File: src/rtl/core/klq_pkg.sv
// ---------------------------------------------------------------------------
// klq_pkg
// Shared constants, types and the nonlinear function of the KeeLoq cipher.
// ---------------------------------------------------------------------------
`default_nettype none

package klq_pkg;

   localparam int BLOCK_BITS       = 32;
   localparam int KEY_BITS         = 64;
   localparam int ROUNDS           = 528;
   localparam int LAST_ROUND       = 527;
   localparam int KEY_MASK         = 'h3F;
   localparam int ROUNDS_PER_STAGE = 8;

   localparam logic [31:0] NLF_TABLE = 32'h3A5C742E;

   typedef enum logic {
      CMD_ENCRYPT = 1'b0,
      CMD_DECRYPT = 1'b1
   } cmd_type;

   typedef logic [BLOCK_BITS-1:0] block_type;
   typedef logic [KEY_BITS-1:0]   key_type;

   // 5-input nonlinear function, a is the most significant index bit
   function automatic logic nlf5(input logic a, input logic b, input logic c,
                                 input logic d, input logic e);
      logic [4:0] idx;
      idx = {a, b, c, d, e};
      return NLF_TABLE[idx];
   endfunction

endpackage

`default_nettype wire

File: src/rtl/core/klq_round_group.sv
// ---------------------------------------------------------------------------
// klq_round_group
// One pipeline stage worth of KeeLoq rounds, encrypt or decrypt per request.
// ---------------------------------------------------------------------------
`default_nettype none

module klq_round_group #(
   parameter int RoundsPerStage = klq_pkg::ROUNDS_PER_STAGE,
   parameter int StageIndex     = 0
) (
   input  wire klq_pkg::cmd_type   cmd,
   input  wire klq_pkg::block_type block_in,
   input  wire klq_pkg::key_type   cipher_key,
   output klq_pkg::block_type      block_out
);

   klq_pkg::block_type chain [RoundsPerStage+1];

   assign chain[0]  = block_in;
   assign block_out = chain[RoundsPerStage];

   for (genvar j = 0; j < RoundsPerStage; j++) begin : g_round
      localparam int  RoundNum = StageIndex * RoundsPerStage + j;
      localparam bit  Active   = (RoundNum < klq_pkg::ROUNDS);
      localparam int  EncIdx   = RoundNum & klq_pkg::KEY_MASK;
      localparam int  DecIdx   = Active ?
                                 ((klq_pkg::LAST_ROUND - RoundNum) & klq_pkg::KEY_MASK) : 0;

      klq_pkg::block_type x;
      logic               enc_fb;
      logic               dec_fb;

      assign x = chain[j];

      assign enc_fb = x[0] ^ x[16] ^ cipher_key[EncIdx] ^
                      klq_pkg::nlf5(x[31], x[26], x[20], x[9], x[1]);
      assign dec_fb = x[31] ^ x[15] ^ cipher_key[DecIdx] ^
                      klq_pkg::nlf5(x[30], x[25], x[19], x[8], x[0]);

      always_comb begin
         if (!Active) begin
            chain[j+1] = x;
         end else if (cmd == klq_pkg::CMD_DECRYPT) begin
            chain[j+1] = {x[30:0], dec_fb};
         end else begin
            chain[j+1] = {enc_fb, x[31:1]};
         end
      end
   end

endmodule

`default_nettype wire

File: config.mk
export PLATFORM = sky130hd
export DESIGN_NAME = klq_round_group
export DESIGN_NICKNAME = d
export VERILOG_FILES = /design/src/rtl/core/klq_pkg.sv /design/src/rtl/core/klq_round_group.sv
export SDC_FILE = /design/constraint.sdc
export NUM_CORES = 1
export LEC_CHECK = 0
export BUFFER_PORTS_ARGS = -buffer_cell sky130_fd_sc_hd__buf_2
export CAP_MARGIN = 40
export CORE_MARGIN = 4
export CORE_UTILIZATION = 57
export DETAILED_ROUTE_END_ITERATION = 7
export PLACE_DENSITY_LB_ADDON = 0.25
export SETUP_SLACK_MARGIN = 0.05
export SLEW_MARGIN = 10
export SYNTH_ARGS = -nofsm -noshare
export SYNTH_HDL_FRONTEND = slang
export SYNTH_SLANG_ARGS = --single-unit
File: constraint.sdc
create_clock -name vclk -period 13.15
set_clock_uncertainty 0.1 [all_clocks]
set_input_delay 0 -clock vclk [all_inputs]
set_output_delay 0 -clock vclk [all_outputs]
set_load 0.01 [all_outputs]
After elaboration in Yosys (flattened, before gate mapping):

Memory sizes are Yosys's and may differ from the RTL's.
Cells that the tools add are included.

* word-level logic and storage cells: 104
* bits in registers: 0
* memories: 16
* ROM bits: 512
* output and inout port bits: 32
* input bits: 97

* order comparisons: 16
* bitwise gates (word level): 48
* mux-type cells: 24

Memories
* (no name shown): words 32, width 1, rd ports 1, clocked after Yosys merged registers in 0, wr ports 0, RTL line klq_pkg.sv:31 `return NLF_TABLE[idx];`
* (no name shown): words 32, width 1, rd ports 1, clocked after Yosys merged registers in 0, wr ports 0, RTL line klq_pkg.sv:31
* (no name shown): words 32, width 1, rd ports 1, clocked after Yosys merged registers in 0, wr ports 0, RTL line klq_pkg.sv:31
* (no name shown): words 32, width 1, rd ports 1, clocked after Yosys merged registers in 0, wr ports 0, RTL line klq_pkg.sv:31
* (no name shown): words 32, width 1, rd ports 1, clocked after Yosys merged registers in 0, wr ports 0, RTL line klq_pkg.sv:31
* (no name shown): words 32, width 1, rd ports 1, clocked after Yosys merged registers in 0, wr ports 0, RTL line klq_pkg.sv:31
* 10 more memories

Operators by type and width (number)
* $mux W32: 8
* $lt A5 B6 Y1 const B: 16
* $xor A1 B1 Y1: 48
* $mux W1: 16

Longest topological paths before layout:

Gate-level depths: netlist of the first run.

* depth after elaboration: 32
* gate-level depth with buffers: 24
* mapped depth without buffers: 22

Worst setup path before layout of the first run:

OpenSTA, ideal clock, no wires.

* path kind: input-to-output
* from: input block_in[0]
* to: output block_out[31]
* stages on the path: 23
* data required time: 13.050 ns
* arrival time: 5.458 ns
* slack: 7.592 ns
* path buffers: 1
* path through: buf_6 -> xnor3_2 -> or4b_1 -> a31oi_1 -> nor4bb_2 -> a21oi_2 -> mux2_4 -> mux2_2 -> o211ai_4 -> mux2i_1 -> xnor3_2 -> mux2_4 -> nor3_1 -> a211oi_1 -> or4_4 -> a21oi_2 -> mux2i_1 -> a2111oi_2 -> a311oi_1 -> a221oi_2 -> a211oi_1 -> nor3b_2 -> xnor2_1

* longest elaborated chain between the ends: 32
* elaborated cells on any way between the ends: 79
* classes of those cells: mux: 22; bitwise: 43; memory: 14

RTL lines
* start, declared: RTL line klq_round_group.sv:12 `input wire klq_pkg::block_type block_in,`
* $mem_v2 Z32 W1 or $xor A1 B1 Y1 (tied branches)
* $mux W1 (implied by the code) or $xor A1 B1 Y1 (tied branches): RTL line klq_pkg.sv:31, klq_round_group.sv:35
* $xor A1 B1 Y1 (on tied branches): RTL line klq_round_group.sv:37, klq_round_group.sv:35
* $mux W32 *: RTL line klq_round_group.sv:43 `end else if (cmd == klq_pkg::CMD_DECRYPT) begin`
* $mem_v2 Z32 W1, or another cell as far along
* $mux W1 (implied by the code), or another cell as far along: RTL line klq_pkg.sv:31
* $xor A1 B1 Y1 (on tied branches): RTL line klq_round_group.sv:37, klq_round_group.sv:35
* $mux W32 *: RTL line klq_round_group.sv:43
* [16 not listed]
* $mem_v2 Z32 W1, or another cell as far along
* $mux W1 (implied by the code), or another cell as far along: RTL line klq_pkg.sv:31
* $xor A1 B1 Y1 (on tied branches): RTL line klq_round_group.sv:37, klq_round_group.sv:35
* $mux W32 *: RTL line klq_round_group.sv:43
* $xor A1 B1 Y1 or $mem_v2 Z32 W1 (tied branches)
* $xor A1 B1 Y1 or $mux W1 (tied branches): RTL line klq_round_group.sv:35, klq_pkg.sv:31
* $xor A1 B1 Y1: RTL line klq_round_group.sv:35 `assign enc_fb = x[0] ^ x[16] ^ cipher_key[EncIdx] ^`
* $mux W32 *: RTL line klq_round_group.sv:43
* end, declared: RTL line klq_round_group.sv:14 `output klq_pkg::block_type block_out`

Every way passes the cells marked *; elsewhere a longest branch is shown, timed or not. The select of a mux whose other input is x is not followed.

Worst setup path in the final report of the first run:

* from: input cmd
* to: output block_out[31]

* longest elaborated chain between the ends: 29
* elaborated cells on any way between the ends: 73
* classes of those cells: mux: 21; bitwise: 39; memory: 13

RTL lines
* start, declared: RTL line klq_round_group.sv:11 `input wire klq_pkg::cmd_type cmd,`
* $mux W32: RTL line klq_round_group.sv:43
* $mem_v2 Z32 W1, or another cell as far along
* $mux W1 (implied by the code), or another cell as far along: RTL line klq_pkg.sv:31
* $xor A1 B1 Y1 (on tied branches): RTL line klq_round_group.sv:35, klq_round_group.sv:37
* $mux W32: RTL line klq_round_group.sv:43
* $mem_v2 Z32 W1, or another cell as far along
* $mux W1 (implied by the code), or another cell as far along: RTL line klq_pkg.sv:31
* $xor A1 B1 Y1 (on tied branches): RTL line klq_round_group.sv:35, klq_round_group.sv:37
* [13 not listed]
* $mem_v2 Z32 W1, or another cell as far along
* $mux W1 (implied by the code), or another cell as far along: RTL line klq_pkg.sv:31
* $xor A1 B1 Y1 (on tied branches): RTL line klq_round_group.sv:35, klq_round_group.sv:37
* $mux W32: RTL line klq_round_group.sv:43
* $mem_v2 Z32 W1 or $xor A1 B1 Y1 (tied branches)
* $mux W1 (implied by the code) or $xor A1 B1 Y1 (tied branches): RTL line klq_pkg.sv:31, klq_round_group.sv:35
* $xor A1 B1 Y1: RTL line klq_round_group.sv:35
* $mux W32 *: RTL line klq_round_group.sv:43

Marked as above.

==> impl_metrics.yaml, run 1 <==
logic_synthesis:
  synth_nets: 650
  synth_top_cells_by_area: "nand2_1, xnor2_1, nor2_1, mux2i_1, o21ai_0"
  yosysSeqAreaShare_pct: 0
  synth_cell_types: 79
  yosysWarnings: 0
  syn_area_sq_mm: 0.00347
  synth_top_area_cell: "nand2_1"
  synthCells: 553
  yosys.area.top_type_share_pct: 8.76
  syn_avg_cell_area_sq_um: 6.28
sta:
  finalSetupTns_ns: 0
  slew_viol_final: 0
  slew_headroom_pct: 49.9
  timing.final.ws_setup_ns: 5.85
  fmax_mhz: 137
  fin_crit_ns: 7.30
  hold_viol_final: 0
  fin_crit_sh_pct: 55.5
  rsz0062_at_grt: "false"
  worst_slew_pin_slew_ns: 0.746
  setup_violations: 0
power_and_ir_drop:
  clkPwrFrac_pct: 0
  pwr-share-seq_pct: 0
  p_leak_nw: 1.69
  switching_share_pct: 59.6
  powerDensity_mw_per_mm2: 69.4
  p_int_uw: 106
  switching_power_uw: 157
  max-vdd-ir-drop_v: 0.0000500
  combPwrFrac_pct: 100.0
drt:
  antenna_left: 0
  vias_per_cell: 6.60
  drc_errors: 0
  num_vias: 4383
  dr.pass1.iters: 5
  avgRoutedWirePerCell_um: 18.0
  wl_mm: 11.9
  drt_iter0_drc: 504
placed_design:
  dp_hpwl_mm: 9.18
  routabilityCongestion: 0.967
  dp_slack_ns: 6.08
  io_buffers: 81
  postPlaceCellArea_sq_mm: 0.00379
critical_path:
  arrival_ns: 7.20
  critPathCaptureType: "output port"
  worstPathMaxFanout: 76
  crit_type: "in2out"
  required_ns: 13.05
  max_stage_delay_ns: 0.65
  slowest_stage: "buf_4"
  critPathLaunchType: "input port"
floorplanning:
  die_x_um: 86.0
  ios: 129
  rows: 28
  die_area_sq_mm: 0.00740
  core-area_sq_mm: 0.00592
  fp.dieH_um: 86.0
  initial_core_util_pct: 58.6
cells_and_area:
  fin_area_sq_mm: 0.00379
  n_antenna_cell: 0
  finish.utilization_pct: 64.0
  area_delta_synth_final_pct: 9.23
  num-fill-cells: 588
  nClkBuffers: 0
  nets: 688
  register_area_sq_um: 0
  drive_above_1_share_pct: 20.7
  n_sequential_cell: 0
global_route:
  antenna_found_initial: 0
  grt_max_degree: 77
  grt_pass1_wl_mm: 19.3
  grt_pass1_vias: 3907
  grt.overflow.total: 0
  groute.usage.overall_pct: 31.4
clock_network:
  hold_buffers: 0
  cts-resized-gates: 0
  post-cts-setup-buffers: 0
min_path:
  hold_path_class: "in2out"
  whs_path_depth: 3
status:
  status: "completed"
flow_run:
  maxCapViolations: 0
[power groups by stage]
stage	logic, mW	registers [mW]	clock network [mW]
after floorplan	0.194	0	0
after global placement	0.251	0	0
after detailed placement	0.257	0	0
after CTS	0.258	0	0
after global routing	0.286	0	0
final	0.263	0	0
[layout make-up]
class | instances | area (sq um) | share of cell area (%)
inverter | 16 | 60.1 | 1.58
timing repair buffer | 83 | 423 | 11.2
tap | 75 | 93.8 | 2.48
multi-input combinational | 490 | 3210 | 84.8
[path summary, 6_finish.rpt]
| path | start | endpoint | slack, ns |
|---|---|---|---|
| worst max-delay path | cmd | block_out[31] | 5.85 |
| worst min-delay path | block_in[11] | block_out[3] | 0.23 |
[through the flow]
step                hold slack, ns  std cells  power [mW]
floorplan                  -0.0199        553       0.194
global placement             0.217        664       0.251
detailed placement           0.227        664       0.257
CTS                          0.228        664       0.258
global route                 0.250        664       0.286
finish                       0.225        664       0.263
[synthesized netlist by cell type (5+ instances only)]
cell type	instances
a21o_1	7
a21oi_1	30
a31oi_1	14
and2_1	7
and3_1	6
buf_1	9
buf_2	7
clkbuf_1	29
inv_1	15
mux2_2	10
mux2i_1	20
nand2_1	81
nand2b_1	10
nand3_1	13
nand3b_1	5
nand4_1	9
nor2_1	55
nor2b_1	7
nor3_1	17
nor3b_1	11
nor4_1	6
o211a_1	8
o211ai_1	9
o21ai_0	31
o21ai_1	5
o31ai_1	5
or2_2	6
xnor2_1	29
xor2_1	11
[logic make-up (layout without fill, tap and decap cells)]
kind of cell	Yosys count	count (layout)	share of synthesized area [%]
simple gates	255	255	37.5
buf+inv	63	99	7.39
xor+xnor	43	43	11.9
compound gates	156	156	31.3
mux	36	36	11.8
[cell usage in the layout, fill, tap and decap left out, drive strengths merged, types with 7 or more instances in the layout]
cell and instances:
mux2i 21, nor2 55, nor2b 7, xor2 11
nor3 17, nand4 9, and2 7, nor3b 12
nand3 13, mux2 14, xnor2 30, or2 7
a21o 7, a31oi 14, a21oi 32, inv 15
o21ai 37, o211ai 11, nand2 81, buf 83
o211a 8, nand2b 10
[layer usage]
layer	up-vias	routed length, um	track usage [%]
li1	2101	-	-
met1	1999	5020	42.7
met2	251	5340	51.2
met3	32	1180	3.65
met4	0	391	10.4
met5	-	0	0
[worst max-delay path: cells and delay by family]
kind                      cells  cell delay (ns)
AOI/OAI and AO/OA            12             2.93
muxes                         4             1.44
buffers and inverters         3             1.13
and+or+nand+nor               4             0.92
xor gates and xnor gates      2             0.74
No activity file was read; power rests on OpenSTA's default activity.
==> run 2, diff against run 1 <==
ABC_AREA = 1   (was default)
CORE_UTILIZATION = 47   (was 57)
clock period = 6.35 ns   (was 13.15 ns; I/O delays follow)
==> impl_metrics.yaml, run 2 <==
status:
  status: "completed"
critical_path:
  crit_top_cell: "nand2_1"
  required_ns: 6.25
  worstPathMaxFanout: 70
  max_stage_delay_ns: 0.43
  critPathCaptureType: "output port"
  arrival_ns: 5.37
  critPathLaunchType: "input port"
  slowest_stage: "nor2_1"
  startpoint: "cmd"
  crit_type: "in2out"
logic_synthesis:
  synth_cell_types: 32
  synthSimpleGateAreaFrac_pct: 65.4
  synth_top_cells_by_area: "nand2_1, nor2_1, nand3_1, inv_1, o21ai_0"
  synthCells: 678
  synth_top_area_cell: "nand2_1"
  yosysMostFrequentCell: "nand2_1"
  yosys-mux-area-fraction_pct: 0
  synthAdderAreaFrac_pct: 0
  synth_compound_area_share_pct: 11.9
  syn_avg_cell_area_sq_um: 4.60
  ys_top_cells_by_count: "nand2_1, nor2_1, inv_1"
  synth-xor-area-share_pct: 6.90
  yosys.area.top_type_share_pct: 24.7
  synth_top_family_by_area: "simple AND/OR/NAND/NOR gates"
  yosysSeqAreaShare_pct: 0
  synth_nets: 775
  syn_area_sq_mm: 0.00312
  yosysWarnings: 0
placed_design:
  dp_hpwl_mm: 9.60
  routabilityCongestion: 0.975
  dp_cells: 825
  io_buffers: 81
drt:
  drt_iter0_drc: 412
  drc_errors: 0
  avgRoutedWirePerCell_um: 14.0
  wl_mm: 11.5
  antenna_left: 0
  num_vias: 4503
  vias_per_cell: 5.46
  dr.pass1.iters: 8
clock_network:
  cts-resized-gates: 0
  post-cts-setup-buffers: 0
  hold_buffers: 0
sta:
  rsz0062_at_grt: "false"
  slew_headroom_pct: 67.1
  fin_crit_ns: 5.47
  slew_viol_final: 0
  hold_viol_final: 0
  fin_crit_sh_pct: 86.1
  worst_slew_pin_slew_ns: 0.492
  fmax_mhz: 183
  setup_violations: 0
  finalSetupTns_ns: 0
power_and_ir_drop:
  clkPwrFrac_pct: 0
  switching_share_pct: 65.8
  p_leak_nw: 2.25
  p_int_uw: 183
  pwr-share-seq_pct: 0
  switching_power_uw: 352
  max-vdd-ir-drop_v: 0.0000811
  combPwrFrac_pct: 100.0
  powerDensity_mw_per_mm2: 150
cells_and_area:
  n_antenna_cell: 0
  final_cells: 825
  nClkBuffers: 0
  drive_above_1_share_pct: 18.6
  n_sequential_cell: 0
  area_delta_synth_final_pct: 14.5
  register_area_sq_um: 0
  final_common_cell: "nand2_1"
  nets: 847
  num-fill-cells: 705
  layout_common_cells: "nand2_1, nor2_1, inv_1"
min_path:
  hold_path_class: "in2out"
  worstHoldStart: "block_in[10]"
  whs_path_depth: 4
  hold_end: "block_out[18]"
floorplanning:
  die_area_sq_mm: 0.00800
  ios: 129
  die_x_um: 89.4
  core-area_sq_mm: 0.00639
  initial_core_util_pct: 48.8
  fp.dieH_um: 89.4
  rows: 29
global_route:
  grt_pass1_vias: 4070
  grt_max_degree: 71
  grt_pass1_wl_mm: 17.8
  antenna_found_initial: 0
  grt.overflow.total: 0
  groute.usage.overall_pct: 28.0
flow_run:
  maxCapViolations: 0
## run 2: cell types whose count changed in the layout (fill, tap and decap cells not counted), moves of 20 or more
cell	previous run	this run
nand2_1	81	205
inv_1	15	97
nor2_1	55	135
nand3_1	13	73
xnor2_1	29	3
mux2i_1	20	0
## run 2: power by group through the flow
stage                     clock (mW)  combinational (mW)  sequential [mW]
after floorplan                    0               0.389                0
after global placement             0               0.508                0
after detailed placement           0               0.525                0
after CTS                          0               0.527                0
after global routing               0               0.597                0
final                              0               0.534                0
## run 2: how the worst max path moves through the flow
stage               slack, ns            end
floorplan                2.26  block_out[31]
global placement         1.16   block_out[0]
detailed placement       0.96   block_out[0]
CTS                      0.94   block_out[0]
global route             0.23   block_out[0]
finish                   0.88   block_out[0]
## run 2: cell type report
class / instances / area [sq um] / area share (%)
Multi-Input combinational cell: 555 / 2620 / 73.5
Timing Repair Buffer: 84 / 440 / 12.3
Tap cell: 77 / 96.3 / 2.70
Inverter: 109 / 409 / 11.5
## run 2: critical path, delay by kind of cell
| family | cells | cell delay [ns] |
|---|---|---|
| buffers and inverters | 4 | 0.55 |
| AND/OR/NAND/NOR | 50 | 4.72 |
## run 2: logic make-up after synthesis
group           count (synthesis)
compound gates                 72
xor+xnor                       22
buf+inv                       123
simple gates                  461
## run 2: layer usage
metal / wire, um / GRT usage, %
met2: 5180 / 48.0
met3: 1140 / 2.49
met5: 0 / 0
met1: 4760 / 35.8
met4: 447 / 11.2
## run 2: stage by stage
stage	util, %	worst slack (ns)	total power, mW	hold WS [ns]	area, sq um
floorplan	-	2.26	0.389	0.0338	3120
global placement	55.9	1.16	0.508	0.255	3570
detailed placement	55.9	0.959	0.525	0.267	3570
CTS	55.9	0.938	0.527	0.269	3570
global route	55.9	0.230	0.597	0.304	3570
finish	55.9	0.882	0.534	0.272	3570
==> run 3, diff against run 2 <==
ABC_AREA = default   (was 1)
CORE_ASPECT_RATIO = 1.2   (was default)
CORE_UTILIZATION = 48   (was 47)
==> impl_metrics.yaml, run 3 (same netlist as run 1, synthesis figures left out) <==
cells_and_area:
  n_antenna_cell: 0
  final_cells: 703
  final_common_cell: "nand2_1"
  register_area_sq_um: 0
  drive_above_1_share_pct: 27.8
  nClkBuffers: 0
  num-fill-cells: 661
  finish.utilization_pct: 60.3
  nets: 715
  layout_common_cells: "nand2_1, buf_2, nor2_1"
  fin_area_sq_mm: 0.00418
  n_sequential_cell: 0
  area_delta_synth_final_pct: 20.5
sta:
  fin_crit_ns: 6.10
  fmax_mhz: 164
  rsz0062_at_grt: "true"
  slew_viol_final: 0
  setup_violations: 0
  worst_slew_pin_slew_ns: 0.717
  hold_viol_final: 0
  finalSetupTns_ns: 0
  slew_headroom_pct: 51.8
  fin_crit_sh_pct: 96.1
floorplanning:
  core-area_sq_mm: 0.00694
  die_area_sq_mm: 0.00866
  initial_core_util_pct: 50.0
  rows: 33
  fp.dieH_um: 101
  die_x_um: 85.6
  ios: 129
drt:
  wl_mm: 12.9
  vias_per_cell: 6.41
  dr.pass1.iters: 5
  drt_iter0_drc: 411
  avgRoutedWirePerCell_um: 18.3
  antenna_left: 0
  num_vias: 4509
  drc_errors: 0
power_and_ir_drop:
  switching_share_pct: 56.2
  clkPwrFrac_pct: 0
  finalPower_uw: 631
  pwr-share-seq_pct: 0
  max-vdd-ir-drop_v: 0.0000666
  p_int_uw: 276
  switching_power_uw: 355
  powerDensity_mw_per_mm2: 151
  p_leak_nw: 1.86
  combPwrFrac_pct: 100.0
critical_path:
  required_ns: 6.25
  critPathCaptureType: "output port"
  crit_type: "in2out"
  arrival_ns: 6.00
  critPathLaunchType: "input port"
  worstPathMaxFanout: 10
global_route:
  grt_util_met2_pct: 47.1
  grt.met3_usage_pct: 2.44
  groute.usage.overall_pct: 27.4
  met1_usage_pct: 35.4
  grt_pass1_wl_mm: 19.6
  top_usage_layer: "met2"
  grt.overflow.total: 0
  antenna_found_initial: 0
  grt_max_degree: 39
  grt_pass1_vias: 4090
flow_run:
  maxCapViolations: 0
min_path:
  hold_path_class: "in2out"
  whs_path_depth: 3
placed_design:
  dp_cells: 702
  routabilityCongestion: 0.983
  io_buffers: 81
  dp_hpwl_mm: 9.98
  postPlaceCellArea_sq_mm: 0.00400
clock_network:
  hold_buffers: 0
status:
  status: "completed"
==> run 3: cell types whose count changed in the layout (fill, tap and decap cells not counted), moves of 16 or more <==
cell and change:
inv_1 -82, nand2_1 -124, buf_4 +28, nor2_1 -81, mux2i_1 +16, nand3_1 -60
xnor2_1 +23
==> run 3: path summary, 6_finish.rpt <==
check                   startpoint            to  slack [ns]
worst max-delay path   block_in[0]  block_out[0]        0.25
worst min-delay path  block_in[11]  block_out[3]        0.26
==> run 3: layout make-up <==
class / count / area, sq um / share of cell area (%)
multi-input combinational: 490 / 3380 / 80.9
timing repair buffer: 110 / 631 / 15.1
inverter: 16 / 60.1 / 1.44
tap: 87 / 109 / 2.60
==> run 3: what timing repair did <==
item | in CTS | in global routing
endpoints found under the setup margin | 1 | 2
hold endpoints to repair | 0 | 0
resized for setup | 1 | 32
pin swaps | 0 | 7
buffers inserted | 0 | 1
==> run 3: worst max-delay path, cell delays in order <==
cell and delay, ns:
clkbuf_4 0.20, and3b_1 0.21, o21ai_2 0.21, a31oi_2 0.19
or2_4 0.31, a211oi_4 0.32, mux2_2 0.38, and3_1 0.21
o21ai_4 0.25, a21oi_1 0.11, nor4b_2 0.41, o31ai_2 0.17
or3b_1 0.43, a211oi_4 0.29, xnor2_2 0.19, mux2i_1 0.27
xor2_1 0.16, buf_4 0.15, mux2i_2 0.25, o211ai_2 0.17
mux2i_1 0.15, o211ai_1 0.38, mux2_1 0.37, nand4_1 0.07
buf_2 0.13
==> run 3: power groups by stage <==
stage | clock [mW] | combinational [mW] | sequential [mW]
2_1_floorplan | 0 | 0.402 | 0
3_3_place_gp | 0 | 0.567 | 0
3_5_place_dp | 0 | 0.578 | 0
4_1_cts | 0 | 0.581 | 0
5_1_grt | 0 | 0.680 | 0
6_report | 0 | 0.631 | 0
==> run 3: through the flow <==
stage               setup WS, ns  hold slack, ns
CTS                        0.152           0.257
detailed placement       -0.0307           0.256
finish                     0.249           0.263
global route             -0.0344           0.289
floorplan                  0.792         -0.0199
global placement           0.142           0.256
==> run 3: metal layers <==
| layer | vias to the layer above | part of all wire [%] | routed length (um) |
|---|---|---|---|
| met4 | 0 | 4.7 | 604 |
| li1 | 2142 | - | - |
| met3 | 52 | 7.9 | 1020 |
| met1 | 2069 | 39 | 5070 |
| met2 | 246 | 48 | 6160 |
| met5 | - | 0 | 0 |
